File: config.mk
export PLATFORM = sky130hd
export DESIGN_NAME = uart_command_line_parser_unit
export DESIGN_NICKNAME = d
export VERILOG_FILES = /design/src/hdl/ucl_pkg.sv /design/src/hdl/uart_command_line_parser_unit.sv /design/src/hdl/ucl_front.sv /design/src/hdl/ucl_cmd_fifo.sv /design/src/hdl/ucl_back.sv
export SDC_FILE = /design/constraint.sdc
export NUM_CORES = 1
export LEC_CHECK = 0
export BUFFER_PORTS_ARGS = -buffer_cell sky130_fd_sc_hd__buf_2
export CAP_MARGIN = 10
export CORE_MARGIN = 3
export CORE_UTILIZATION = 30
export DETAILED_ROUTE_END_ITERATION = 10
export PLACE_DENSITY = 0.45
export SLEW_MARGIN = 30
export SYNTH_ARGS = -nofsm -noshare
export SYNTH_HDL_FRONTEND = slang
export SYNTH_SLANG_ARGS = --single-unit
File: constraint.sdc
create_clock -name clk_i -period 7.9 [get_ports clk_i]
set_clock_uncertainty 0.2 [all_clocks]
set_input_delay 0.395 -clock clk_i [delete_from_list [all_inputs] [get_ports clk_i]]
set_output_delay 0.395 -clock clk_i [all_outputs]
set_load 0.1 [all_outputs]
File: src/hdl/ucl_pkg.sv
// ---------------------------------------------------------------------------
// ucl_pkg: shared definitions for the serial command line parser
// Register indexes, reset values, character codes, result kinds, the
// configuration bundle and small character classification helpers.
// ---------------------------------------------------------------------------
`timescale 1ns / 1ps
`default_nettype none

package ucl_pkg;

  // Sizing
  localparam int LINE_BYTES_DEF = 64;
  localparam int CMD_FIFO_DEPTH = 4;
  localparam int RX_W           = 8;
  localparam int POS_W          = 6;
  localparam int CFG_IDX_W      = 3;
  localparam int CFG_DATA_W     = 8;
  localparam int OUT_DATA_W     = 64;
  localparam int OUT_USER_W     = 2;
  localparam int STEP_W         = 4;

  // Configuration register indexes
  localparam logic [CFG_IDX_W-1:0] REG_TEST_TYPE   = 3'd0;
  localparam logic [CFG_IDX_W-1:0] REG_NOTIF_TYPE  = 3'd1;
  localparam logic [CFG_IDX_W-1:0] REG_TYPE_POS    = 3'd2;
  localparam logic [CFG_IDX_W-1:0] REG_NOTIF_LEN   = 3'd3;
  localparam logic [CFG_IDX_W-1:0] REG_CONTENT_POS = 3'd4;

  // Register reset values
  localparam logic [7:0]       RST_TEST_TYPE   = 8'd116;
  localparam logic [7:0]       RST_NOTIF_TYPE  = 8'd115;
  localparam logic [POS_W-1:0] RST_TYPE_POS    = 6'd0;
  localparam logic [POS_W-1:0] RST_NOTIF_LEN   = 6'd14;
  localparam logic [POS_W-1:0] RST_CONTENT_POS = 6'd13;

  // Character codes
  localparam logic [7:0] CH_BS     = 8'd8;
  localparam logic [7:0] CH_DEL    = 8'd127;
  localparam logic [7:0] CH_BS_ALT = 8'd177;
  localparam logic [7:0] CH_CR     = 8'd13;
  localparam logic [7:0] CH_ZERO   = 8'h30;
  localparam logic [7:0] CH_LX     = 8'h78;
  localparam logic [7:0] CH_UX     = 8'h58;

  // Result kinds
  localparam logic [OUT_USER_W-1:0] KIND_TEST  = 2'd0;
  localparam logic [OUT_USER_W-1:0] KIND_NOTIF = 2'd1;
  localparam logic [OUT_USER_W-1:0] KIND_ECHO  = 2'd2;

  // Read sequence: type, content, then line indices 1..12
  localparam logic [STEP_W-1:0] STEP_LAST     = 4'd14;
  localparam logic [STEP_W-1:0] P_TYPE        = 4'd0;
  localparam logic [STEP_W-1:0] P_CONTENT     = 4'd1;
  localparam logic [STEP_W-1:0] P_HI_FIRST    = 4'd2;
  localparam logic [STEP_W-1:0] P_HI_LAST     = 4'd9;
  localparam logic [STEP_W-1:0] P_LO_FIRST    = 4'd10;

  typedef struct packed {
    logic [7:0]       test_type;
    logic [7:0]       notif_type;
    logic [POS_W-1:0] type_pos;
    logic [POS_W-1:0] notif_len;
    logic [POS_W-1:0] content_pos;
  } cfg_t;

  typedef struct packed {
    logic       valid;
    logic [3:0] value;
  } hex_t;

  function automatic logic is_alnum(input logic [7:0] c);
    return (c >= 8'h30 && c <= 8'h39) || (c >= 8'h41 && c <= 8'h5A) ||
           (c >= 8'h61 && c <= 8'h7A);
  endfunction

  function automatic logic is_backspace(input logic [7:0] c);
    return (c == CH_BS) || (c == CH_DEL) || (c == CH_BS_ALT);
  endfunction

  function automatic hex_t hex_digit(input logic [7:0] c);
    hex_t h;
    h.valid = 1'b1;
    h.value = 4'd0;
    if (c >= 8'h30 && c <= 8'h39) begin
      h.value = c[3:0];
    end else if ((c >= 8'h61 && c <= 8'h66) || (c >= 8'h41 && c <= 8'h46)) begin
      h.value = c[3:0] + 4'd9;
    end else begin
      h.valid = 1'b0;
    end
    return h;
  endfunction

endpackage

`default_nettype wire

File: src/hdl/uart_command_line_parser_unit.sv
// ---------------------------------------------------------------------------
// uart_command_line_parser_unit: serial command line parser
// Collects alphanumeric bytes into a line and, on carriage return,
// replies to port tests, decodes notifications or echoes unknown types.
//
//   channel   dir  signals                          contents
//   s_axis    in   tvalid tready tdata[7:0]         rx_byte
//   m_axis    out  tvalid tready tuser[1:0]         result_kind
//                  tdata[63:0]                      node_address, notif_content,
//                                                   echoed_type
//   cfg       in   cfg_we_i cfg_idx_i cfg_wdata_i   register writes
//
// An ordinary byte is taken whenever the command queue has room; a carriage return
// on a non-empty line occupies the line processor while it reads the type,
// content and twelve address characters from the line memory one per cycle.
// A four-entry command queue lets bytes keep arriving while a line is
// processed or a result waits on m_axis_tready. No clearing pass after reset.
// ---------------------------------------------------------------------------
`timescale 1ns / 1ps
`default_nettype none

module uart_command_line_parser_unit import ucl_pkg::*; #(
  parameter int LINE_BYTES = LINE_BYTES_DEF
) (
  input  wire logic                  clk_i,
  input  wire logic                  rst_ni,
  // rx_byte [7:0]
  input  wire logic                  s_axis_tvalid,
  output logic                       s_axis_tready,
  input  wire logic [RX_W-1:0]       s_axis_tdata,
  // node_address [47:0], notif_content [55:48], echoed_type [63:56]
  output logic                       m_axis_tvalid,
  input  wire logic                  m_axis_tready,
  output logic [OUT_DATA_W-1:0]      m_axis_tdata,
  // result_kind [1:0]
  output logic [OUT_USER_W-1:0]      m_axis_tuser,
  input  wire logic                  cfg_we_i,
  input  wire logic [CFG_IDX_W-1:0]  cfg_idx_i,
  input  wire logic [CFG_DATA_W-1:0] cfg_wdata_i
);

  localparam int CntW = $clog2(LINE_BYTES + 1);
  localparam int CmdW = CntW + 9;

  cfg_t            cfg_q;
  logic            cmd_push, cmd_full, cmd_valid, cmd_pop;
  logic [CmdW-1:0] cmd_wdata, cmd_rdata;

  // Configuration registers
  always_ff @(posedge clk_i or negedge rst_ni) begin
    if (!rst_ni) begin
      cfg_q.test_type   <= RST_TEST_TYPE;
      cfg_q.notif_type  <= RST_NOTIF_TYPE;
      cfg_q.type_pos    <= RST_TYPE_POS;
      cfg_q.notif_len   <= RST_NOTIF_LEN;
      cfg_q.content_pos <= RST_CONTENT_POS;
    end else if (cfg_we_i) begin
      unique case (cfg_idx_i)
        REG_TEST_TYPE:   cfg_q.test_type   <= cfg_wdata_i;
        REG_NOTIF_TYPE:  cfg_q.notif_type  <= cfg_wdata_i;
        REG_TYPE_POS:    cfg_q.type_pos    <= cfg_wdata_i[POS_W-1:0];
        REG_NOTIF_LEN:   cfg_q.notif_len   <= cfg_wdata_i[POS_W-1:0];
        REG_CONTENT_POS: cfg_q.content_pos <= cfg_wdata_i[POS_W-1:0];
        default: begin
          cfg_q <= cfg_q;
        end
      endcase
    end
  end

  // Intake and classification
  ucl_front #(
    .LINE_BYTES(LINE_BYTES)
  ) u_front (
    .clk_i      (clk_i),
    .rst_ni     (rst_ni),
    .in_valid_i (s_axis_tvalid),
    .in_ready_o (s_axis_tready),
    .in_byte_i  (s_axis_tdata),
    .cmd_push_o (cmd_push),
    .cmd_data_o (cmd_wdata),
    .cmd_full_i (cmd_full)
  );

  // Command queue
  ucl_cmd_fifo #(
    .WIDTH(CmdW),
    .DEPTH(CMD_FIFO_DEPTH)
  ) u_fifo (
    .clk_i       (clk_i),
    .rst_ni      (rst_ni),
    .push_i      (cmd_push),
    .push_data_i (cmd_wdata),
    .full_o      (cmd_full),
    .valid_o     (cmd_valid),
    .pop_i       (cmd_pop),
    .pop_data_o  (cmd_rdata)
  );

  // Line store and processing
  ucl_back #(
    .LINE_BYTES(LINE_BYTES)
  ) u_back (
    .clk_i       (clk_i),
    .rst_ni      (rst_ni),
    .cfg_i       (cfg_q),
    .cmd_valid_i (cmd_valid),
    .cmd_data_i  (cmd_rdata),
    .cmd_pop_o   (cmd_pop),
    .out_valid_o (m_axis_tvalid),
    .out_ready_i (m_axis_tready),
    .out_kind_o  (m_axis_tuser),
    .out_data_o  (m_axis_tdata)
  );

endmodule

`default_nettype wire

File: src/hdl/ucl_front.sv
// ---------------------------------------------------------------------------
// ucl_front: byte intake and classification
// Tracks the line length, turns alphanumeric characters into store commands and a
// carriage return on a non-empty line into a line command.
// ---------------------------------------------------------------------------
`timescale 1ns / 1ps
`default_nettype none

module ucl_front import ucl_pkg::*; #(
  parameter int LINE_BYTES = LINE_BYTES_DEF,
  localparam int CntW = $clog2(LINE_BYTES + 1),
  localparam int CmdW = CntW + 9
) (
  input  wire logic            clk_i,
  input  wire logic            rst_ni,
  input  wire logic            in_valid_i,
  output logic                 in_ready_o,
  input  wire logic [RX_W-1:0] in_byte_i,
  output logic                 cmd_push_o,
  output logic [CmdW-1:0]      cmd_data_o,
  input  wire logic            cmd_full_i
);

  logic [CntW-1:0] cnt_q, cnt_d;
  logic            accept;
  logic            is_line;

  assign in_ready_o = !cmd_full_i;
  assign accept     = in_valid_i && !cmd_full_i;
  // command: {line flag, byte, count}; count is the write index or the length
  assign cmd_data_o = {is_line, in_byte_i, cnt_q};

  // Classify the beat and advance the count
  always_comb begin
    cnt_d      = cnt_q;
    cmd_push_o = 1'b0;
    is_line    = 1'b0;
    if (accept) begin
      priority if (cnt_q == CntW'(LINE_BYTES)) begin
        // full line: drop this byte and restart
        cnt_d = '0;
      end else if (is_alnum(in_byte_i)) begin
        cmd_push_o = 1'b1;
        cnt_d      = cnt_q + CntW'(1);
      end else if (is_backspace(in_byte_i)) begin
        if (cnt_q != '0) begin
          cnt_d = cnt_q - CntW'(1);
        end
      end else if (in_byte_i == CH_CR) begin
        if (cnt_q != '0) begin
          cmd_push_o = 1'b1;
          is_line    = 1'b1;
        end
        cnt_d = '0;
      end else begin
        cnt_d = cnt_q;
      end
    end
  end

  always_ff @(posedge clk_i or negedge rst_ni) begin
    if (!rst_ni) begin
      cnt_q <= '0;
    end else begin
      cnt_q <= cnt_d;
    end
  end

endmodule

`default_nettype wire

File: src/hdl/ucl_cmd_fifo.sv
// ---------------------------------------------------------------------------
// ucl_cmd_fifo: command queue between intake and line processing
// Small register queue; push and pop may happen in the same cycle.
// ---------------------------------------------------------------------------
`timescale 1ns / 1ps
`default_nettype none

module ucl_cmd_fifo import ucl_pkg::*; #(
  parameter int WIDTH = 8,
  parameter int DEPTH = CMD_FIFO_DEPTH
) (
  input  wire logic             clk_i,
  input  wire logic             rst_ni,
  input  wire logic             push_i,
  input  wire logic [WIDTH-1:0] push_data_i,
  output logic                  full_o,
  output logic                  valid_o,
  input  wire logic             pop_i,
  output logic [WIDTH-1:0]      pop_data_o
);

  localparam int PtrW = (DEPTH > 1) ? $clog2(DEPTH) : 1;
  localparam int LvlW = $clog2(DEPTH + 1);

  logic [WIDTH-1:0] slot_q [DEPTH];
  logic [PtrW-1:0]  wr_ptr_q, rd_ptr_q;
  logic [LvlW-1:0]  level_q;
  logic             do_push, do_pop;

  assign full_o     = (level_q == LvlW'(DEPTH));
  assign valid_o    = (level_q != '0);
  assign pop_data_o = slot_q[rd_ptr_q];
  assign do_push    = push_i && !full_o;
  assign do_pop     = pop_i && valid_o;

  // Store pushed commands
  always_ff @(posedge clk_i) begin
    if (do_push) begin
      slot_q[wr_ptr_q] <= push_data_i;
    end
  end

  // Advance pointers and fill level
  always_ff @(posedge clk_i or negedge rst_ni) begin
    if (!rst_ni) begin
      wr_ptr_q <= '0;
      rd_ptr_q <= '0;
      level_q  <= '0;
    end else begin
      if (do_push) begin
        wr_ptr_q <= (wr_ptr_q == PtrW'(DEPTH - 1)) ? '0 : wr_ptr_q + PtrW'(1);
      end
      if (do_pop) begin
        rd_ptr_q <= (rd_ptr_q == PtrW'(DEPTH - 1)) ? '0 : rd_ptr_q + PtrW'(1);
      end
      if (do_push && !do_pop) begin
        level_q <= level_q + LvlW'(1);
      end else if (do_pop && !do_push) begin
        level_q <= level_q - LvlW'(1);
      end
    end
  end

endmodule

`default_nettype wire

File: src/hdl/ucl_back.sv
// ---------------------------------------------------------------------------
// ucl_back: line store and line processing
// Writes characters into the line memory and, on a line command, reads
// the type, content and twelve address characters one per cycle, parses
// the two hex groups and loads the result register unless a notification has the wrong length.
// ---------------------------------------------------------------------------
`timescale 1ns / 1ps
`default_nettype none

module ucl_back import ucl_pkg::*; #(
  parameter int LINE_BYTES = LINE_BYTES_DEF,
  localparam int CntW = $clog2(LINE_BYTES + 1),
  localparam int CmdW = CntW + 9
) (
  input  wire logic                  clk_i,
  input  wire logic                  rst_ni,
  input  wire cfg_t                  cfg_i,
  input  wire logic                  cmd_valid_i,
  input  wire logic [CmdW-1:0]       cmd_data_i,
  output logic                       cmd_pop_o,
  output logic                       out_valid_o,
  input  wire logic                  out_ready_i,
  output logic [OUT_USER_W-1:0]      out_kind_o,
  output logic [OUT_DATA_W-1:0]      out_data_o
);

  localparam int AddrW = $clog2(LINE_BYTES);
  localparam int ExtW  = (CntW > POS_W) ? CntW : POS_W;

  typedef enum logic [1:0] {
    B_IDLE,
    B_READ,
    B_DONE
  } state_e;

  state_e               state_q;
  logic [7:0]           line_mem [LINE_BYTES];
  logic [7:0]           mem_rd_q;
  logic                 rd_ok_q;
  logic [CntW-1:0]      len_q;
  logic [STEP_W-1:0]    step_q;
  logic [7:0]           type_q, content_q;
  logic [31:0]          hi_q, hi_d;
  logic [15:0]          lo_q, lo_d;
  logic                 stop_q, stop_d;
  logic                 zero_q, zero_d;
  logic                 out_valid_q;
  logic [OUT_USER_W-1:0] out_kind_q;
  logic [OUT_DATA_W-1:0] out_data_q;

  logic                 cmd_is_line;
  logic [7:0]           cmd_byte;
  logic [CntW-1:0]      cmd_cnt;
  logic                 mem_we;
  logic [POS_W-1:0]     rd_pos;
  logic [ExtW-1:0]      rd_pos_ext;
  logic [AddrW-1:0]     rd_addr;
  logic [7:0]           rd_char;
  logic [STEP_W-1:0]    proc_idx, grp_idx;
  logic                 in_hi, in_lo, grp_first;
  hex_t                 hex;
  logic                 is_test, is_notif, len_ok, res_valid, emit;
  logic [OUT_USER_W-1:0] res_kind;
  logic [OUT_DATA_W-1:0] res_data;

  // Unpack the command
  assign cmd_is_line = cmd_data_i[CmdW-1];
  assign cmd_byte    = cmd_data_i[CntW+:8];
  assign cmd_cnt     = cmd_data_i[CntW-1:0];
  assign cmd_pop_o   = (state_q == B_IDLE) && cmd_valid_i;
  assign mem_we      = cmd_pop_o && !cmd_is_line;

  // Select the read position for this step
  always_comb begin
    if (step_q == 4'd0) begin
      rd_pos = cfg_i.type_pos;
    end else if (step_q == 4'd1) begin
      rd_pos = cfg_i.content_pos;
    end else begin
      rd_pos = POS_W'(step_q) - POS_W'(1);
    end
  end

  assign rd_pos_ext = ExtW'(rd_pos);
  assign rd_addr    = rd_pos_ext[AddrW-1:0];

  // Line memory: one write and one read per cycle, registered read data
  always_ff @(posedge clk_i) begin
    if (mem_we) begin
      line_mem[cmd_cnt[AddrW-1:0]] <= cmd_byte;
    end
    mem_rd_q <= line_mem[rd_addr];
  end

  // Positions at or beyond the line length read as zero
  assign rd_char = rd_ok_q ? mem_rd_q : 8'h00;

  // Hex group parse, one character per cycle
  assign proc_idx  = step_q - 4'd1;
  assign in_hi     = (proc_idx >= P_HI_FIRST) && (proc_idx <= P_HI_LAST);
  assign in_lo     = (proc_idx >= P_LO_FIRST);
  assign grp_idx   = in_hi ? (proc_idx - P_HI_FIRST) : (proc_idx - P_LO_FIRST);
  assign grp_first = (grp_idx == 4'd0);
  assign hex       = hex_digit(rd_char);

  always_comb begin
    hi_d   = hi_q;
    lo_d   = lo_q;
    stop_d = stop_q;
    zero_d = zero_q;
    if (in_hi || in_lo) begin
      if (grp_first) begin
        stop_d = 1'b0;
        zero_d = (rd_char == CH_ZERO);
        if (in_hi) begin
          hi_d = '0;
        end else begin
          lo_d = '0;
        end
      end
      if (!(stop_d)) begin
        if (grp_idx == 4'd1 && zero_q && (rd_char == CH_LX || rd_char == CH_UX)) begin
          // possible 0x prefix: hold, the next character decides
          stop_d = 1'b0;
        end else if (hex.valid) begin
          if (in_hi) begin
            hi_d = {hi_d[27:0], hex.value};
          end else begin
            lo_d = {lo_d[11:0], hex.value};
          end
        end else begin
          stop_d = 1'b1;
        end
      end
    end
  end

  // Classify the finished line
  assign is_test  = (type_q == cfg_i.test_type);
  assign is_notif = (type_q == cfg_i.notif_type);
  assign len_ok   = (ExtW'(len_q) == ExtW'(cfg_i.notif_len));
  assign res_valid = is_test || !is_notif || len_ok;
  assign emit     = (state_q == B_DONE) && (!out_valid_q || out_ready_i);

  always_comb begin
    res_kind = KIND_ECHO;
    res_data = '0;
    priority if (is_test) begin
      res_kind = KIND_TEST;
    end else if (is_notif) begin
      res_kind = KIND_NOTIF;
      res_data = {8'h00, content_q, hi_q, lo_q};
    end else begin
      res_data = {type_q, 8'h00, 48'h0};
    end
  end

  // Sequencer and result register
  always_ff @(posedge clk_i or negedge rst_ni) begin
    if (!rst_ni) begin
      state_q     <= B_IDLE;
      step_q      <= '0;
      len_q       <= '0;
      rd_ok_q     <= 1'b0;
      type_q      <= '0;
      content_q   <= '0;
      hi_q        <= '0;
      lo_q        <= '0;
      stop_q      <= 1'b0;
      zero_q      <= 1'b0;
      out_valid_q <= 1'b0;
      out_kind_q  <= '0;
      out_data_q  <= '0;
    end else begin
      rd_ok_q <= (rd_pos_ext < ExtW'(len_q));
      // Raise valid on a loaded result, drop it once the beat is taken
      if (emit && res_valid) begin
        out_valid_q <= 1'b1;
      end else if (out_ready_i) begin
        out_valid_q <= 1'b0;
      end
      unique case (state_q)
        B_IDLE: begin
          if (cmd_valid_i && cmd_is_line) begin
            len_q   <= cmd_cnt;
            step_q  <= '0;
            state_q <= B_READ;
          end
        end
        B_READ: begin
          step_q <= step_q + 4'd1;
          if (step_q != 4'd0) begin
            if (proc_idx == P_TYPE) begin
              type_q <= rd_char;
            end
            if (proc_idx == P_CONTENT) begin
              content_q <= rd_char;
            end
            hi_q   <= hi_d;
            lo_q   <= lo_d;
            stop_q <= stop_d;
            zero_q <= zero_d;
          end
          if (step_q == STEP_LAST) begin
            state_q <= B_DONE;
          end
        end
        B_DONE: begin
          if (emit) begin
            if (res_valid) begin
              out_kind_q  <= res_kind;
              out_data_q  <= res_data;
            end
            state_q <= B_IDLE;
          end
        end
        default: begin
          state_q <= B_IDLE;
        end
      endcase
    end
  end

  assign out_valid_o = out_valid_q;
  assign out_kind_o  = out_kind_q;
  assign out_data_o  = out_data_q;

endmodule

`default_nettype wire

==> results_dict.tcl <==
set metrics [dict create \
    synth_compound_area_share_pct 8.49 \
    syn_nets 2347 \
    final_area_sq_mm 0.0369 \
    die_area_sq_mm 0.110 \
    clkTransAtPathRegs_ns 0.06 \
    pre_cts_ws_ns 2.81 \
    drtIter0Drc 1575 \
    run_status "finished, final reports clean" \
    gp_congestion 0.817 \
    critPathRequiredTime_ns 8.28 \
    finalSetupViolCount 0 \
    crit_buf_inv 3 \
    grt_max_degree 118 \
    htree_levels 3 \
    drive_gt1_share_pct 15.2 \
    yosys.cell_types.count 87 \
    placed_area_sq_mm 0.0335 \
    rsz0062_at_grt "no" \
    syn2layout_area_growth_pct 16.3 \
    tightest_slew_ns 0.986 \
    slowest_stage "nor2_4" \
    cts_made_buffers 89 \
    synthArstFlopShare_pct 25.0 \
    track_usage_pct 16.3 \
    placedCellCount 3662 \
    yosys.area.top_type "edfxtp_1" \
    maxSlewHeadroom_pct 34.3 \
    path_cells "inv_1 > ha_1 > o21bai_1 > a221oi_2 > and2_4 > inv_6 > nor2_4 > buf_8 > a221o_1 > a21oi_1 > nor4_1 > a22o_1" \
    worstPathArrival_ns 5.19 \
    synth-simple-area-share_pct 11.8 \
    dp_hpwl_mm 55.4 \
    floorplan.core_area_sq_mm 0.104 \
    synth_seq_cells 779 \
    routed_wl_mm 89.4 \
    cp_max_fo 82 \
    drtAntennaViolNets 0 \
    nets 2446 \
    dr.pass1.iters 5 \
    cts_resized 0 \
    tns_ns 0 \
    p_leak_nw 13.3 \
    drv_slew 0 \
    end_kind "flop" \
    drc 0 \
    synth_xor_area_share_pct 0.880 \
    ys_seq_area_share_pct 70.5 \
    ctsHoldBuffers 19 \
    cpPeakStageDelay_ns 0.62 \
    synth_top_family_by_area "simple AND/OR/NAND/NOR gates" \
    antenna_found_initial 2 \
    hold_path_class "primary input to flop" \
    ioPinCount 92 \
    setup.worst_path.start_class "flop" \
    wire_per_inst_um 23.2 \
    final.setup.worst_slack_ns 3.09 \
    syn_inst 2297 \
    synth_adder_area_share_pct 1.05 \
    row_count 118 \
    synthMuxAreaShare_pct 4.99 \
    synthFlopType "edfxtp_1" \
    ir_worst_vdd_uv 489 \
    synth.avg_cell_area_sq_um 13.8 \
    period_share_pct 60.9 \
    ys_warn_count 0 \
    ys_top_cells_by_area "edfxtp_1 55%, dfrtp_1 14%, nand2_1 5.4%, a22o_1 3.2%, mux2_2 2.2%" \
    synth_edf_count 576 \
    cts_tree "done" \
    num_vias 19500 \
    grt_overflow 0 \
    synth_top_area_share_pct 54.5 \
    timing_hold_violations_final 0 \
    netlist_area_sq_mm 0.0317 \
    finalNonFillerCells 3851 \
    die_h_um 331 \
    cts_buffer_depth 3 \
    n_antenna_cell 0 \
    die_w_um 331 \
    grt_pass1_vias 19300 \
    grt_pass1_wl_mm 133 \
    vias_per_cell 5.07 \
    start_util_pct 30.4 \
    critical_path_class "flop to flop" \
    cts.sinks 779 \
    max_freq_mhz 208 \
    post_cts_buffers 0 \
    fin_crit_ns 4.81 \
    cp_top_family "simple AND/OR/NAND/NOR gates" \
    portBuffers 91 \
    clk_latency_ns 0.65 \
    power_density_mw_per_mm2 437 \
    root_buffer "clkbuf_16" \
    fin_hold_ws_ns 0.0442 \
    max_cap_viol_count 0 \
]
-- stage by stage --
| step | utilization (%) | total power, W |
|---|---|---|
| CTS | 35.3 | 0.0162 |
| global placement | 32.1 | 0.0118 |
| detailed placement | 32.2 | 0.0119 |
| finish | 35.4 | 0.0161 |
| global route | 35.4 | 0.0170 |
| floorplan | - | 0.00949 |
-- logic make-up (layout without fill, tap and decap cells) --
group           count (synthesis)  after routing
compound gates                353            353
xor+xnor                       31             31
fa+ha+maj                      26             26
buf+inv                       148            322
flops                         779            779
mux                           129            129
simple gates                  831            831
-- synth_stat cells (16+ instances only) --
master    instances
a32oi_1          48
ha_1             25
clkbuf_1         36
buf_1            17
edfxtp_1        576
nand4_1          32
mux2i_1          49
o21ai_0          45
nor3_1           20
a22o_1          115
buf_2            53
a21oi_1          32
nand2_1         455
a31oi_1          43
inv_1            19
nand3_1         121
mux4_2           16
dfrtp_1         180
nor2_1          102
mux2_2           61
-- worst register-to-register path, stage by stage (launching register included) --
cell	delay (ns)
dfrtp_1	0.52
inv_1	0.24
ha_1	0.57
o21bai_1	0.14
a221oi_2	0.42
and2_4	0.41
inv_6	0.24
nor2_4	0.73
buf_8	0.26
a221o_1	0.22
a21oi_1	0.07
nor4_1	0.50
a22o_1	0.23
-- flip-flops by register name, summed over array words and instances (netlist names), 2 cells and up --
signal and flops:
u_back.lo_q 16, u_back.len_q 7, u_back.state_q 2, u_back.content_q 8, u_back.out_kind_o 2, u_back.out_data_o 64, u_back.step_q 4, cfg_q 34
u_back.type_q 8, u_front.cnt_q 7, u_fifo.wr_ptr_q 2, u_fifo.rd_ptr_q 2, u_fifo.level_q 3, u_back.line_mem 512, u_back.mem_rd_q 8, u_back.hi_q 32
u_fifo.slot_q 64
-- routing by layer --
metal  wire length [um]  vias to the layer above  GRT usage [%]
met5                  0                        -              0
met4               2320                        0           4.38
met3               4670                      130           2.85
met2              42000                      550           26.0
met1              40300                    10100           22.8
li1                   -                     8808              -
-- power by group --
part / internal (W) / switching (W) / total, W
Clock: 0.00262 / 0.00170 / 0.00432
Combinational: 0.00187 / 0.00455 / 0.00642
Sequential: 0.00511 / 0.000284 / 0.00539
Total: 0.00960 / 0.00653 / 0.0161
-- final cells by class --
| type | instances | area [sq um] |
|---|---|---|
| timing repair buffer | 134 | 940 |
| sequential | 779 | 22400 |
| clock inverter | 50 | 666 |
| clock buffer | 116 | 2410 |
| multi-input combinational | 1370 | 8710 |
| fill | 10100 | 67300 |
| inverter | 22 | 87.6 |
| tap | 1380 | 1730 |
-- final timing paths --
kind	start	endpoint	slack, ns	depth (start not counted)
max	u_back.step_q[0]	u_back.mem_rd_q[5]	3.09	12
min	cfg_idx_i[1]	cfg_q[4]	0.04	3
max reg2reg	u_back.step_q[0]	u_back.mem_rd_q[5]	3.09	12
min reg2reg	u_back.out_kind_o[0]	u_back.out_kind_o[0]	0.27	1
max in group asynchronous	rst_ni	u_back.hi_q[5]	5.96	5
min in group asynchronous	rst_ni	u_front.cnt_q[6]	0.06	2
-- cell usage in the layout, fill, tap and decap left out, drive strengths merged, types with 10 or more instances in the layout --
master	n
nor2	107
and2	10
a22o	115
and3	11
a21oi	32
dfrtp	180
xor2	15
or3	12
edfxtp	576
o31a	10
mux2	63
nor3	20
dlygate4sd3	19
nand2b	12
nand2	456
nand3	121
clkinv	31
nor2b	15
clkbuf	116
ha	25
dfstp	15
bufinv	14
nor4	13
o21ai	49
nand4	32
a31oi	43
a32oi	48
inv	23
xnor2	16
mux2i	50
mux4	16
buf	115
(Power assumes the default switching activity.)
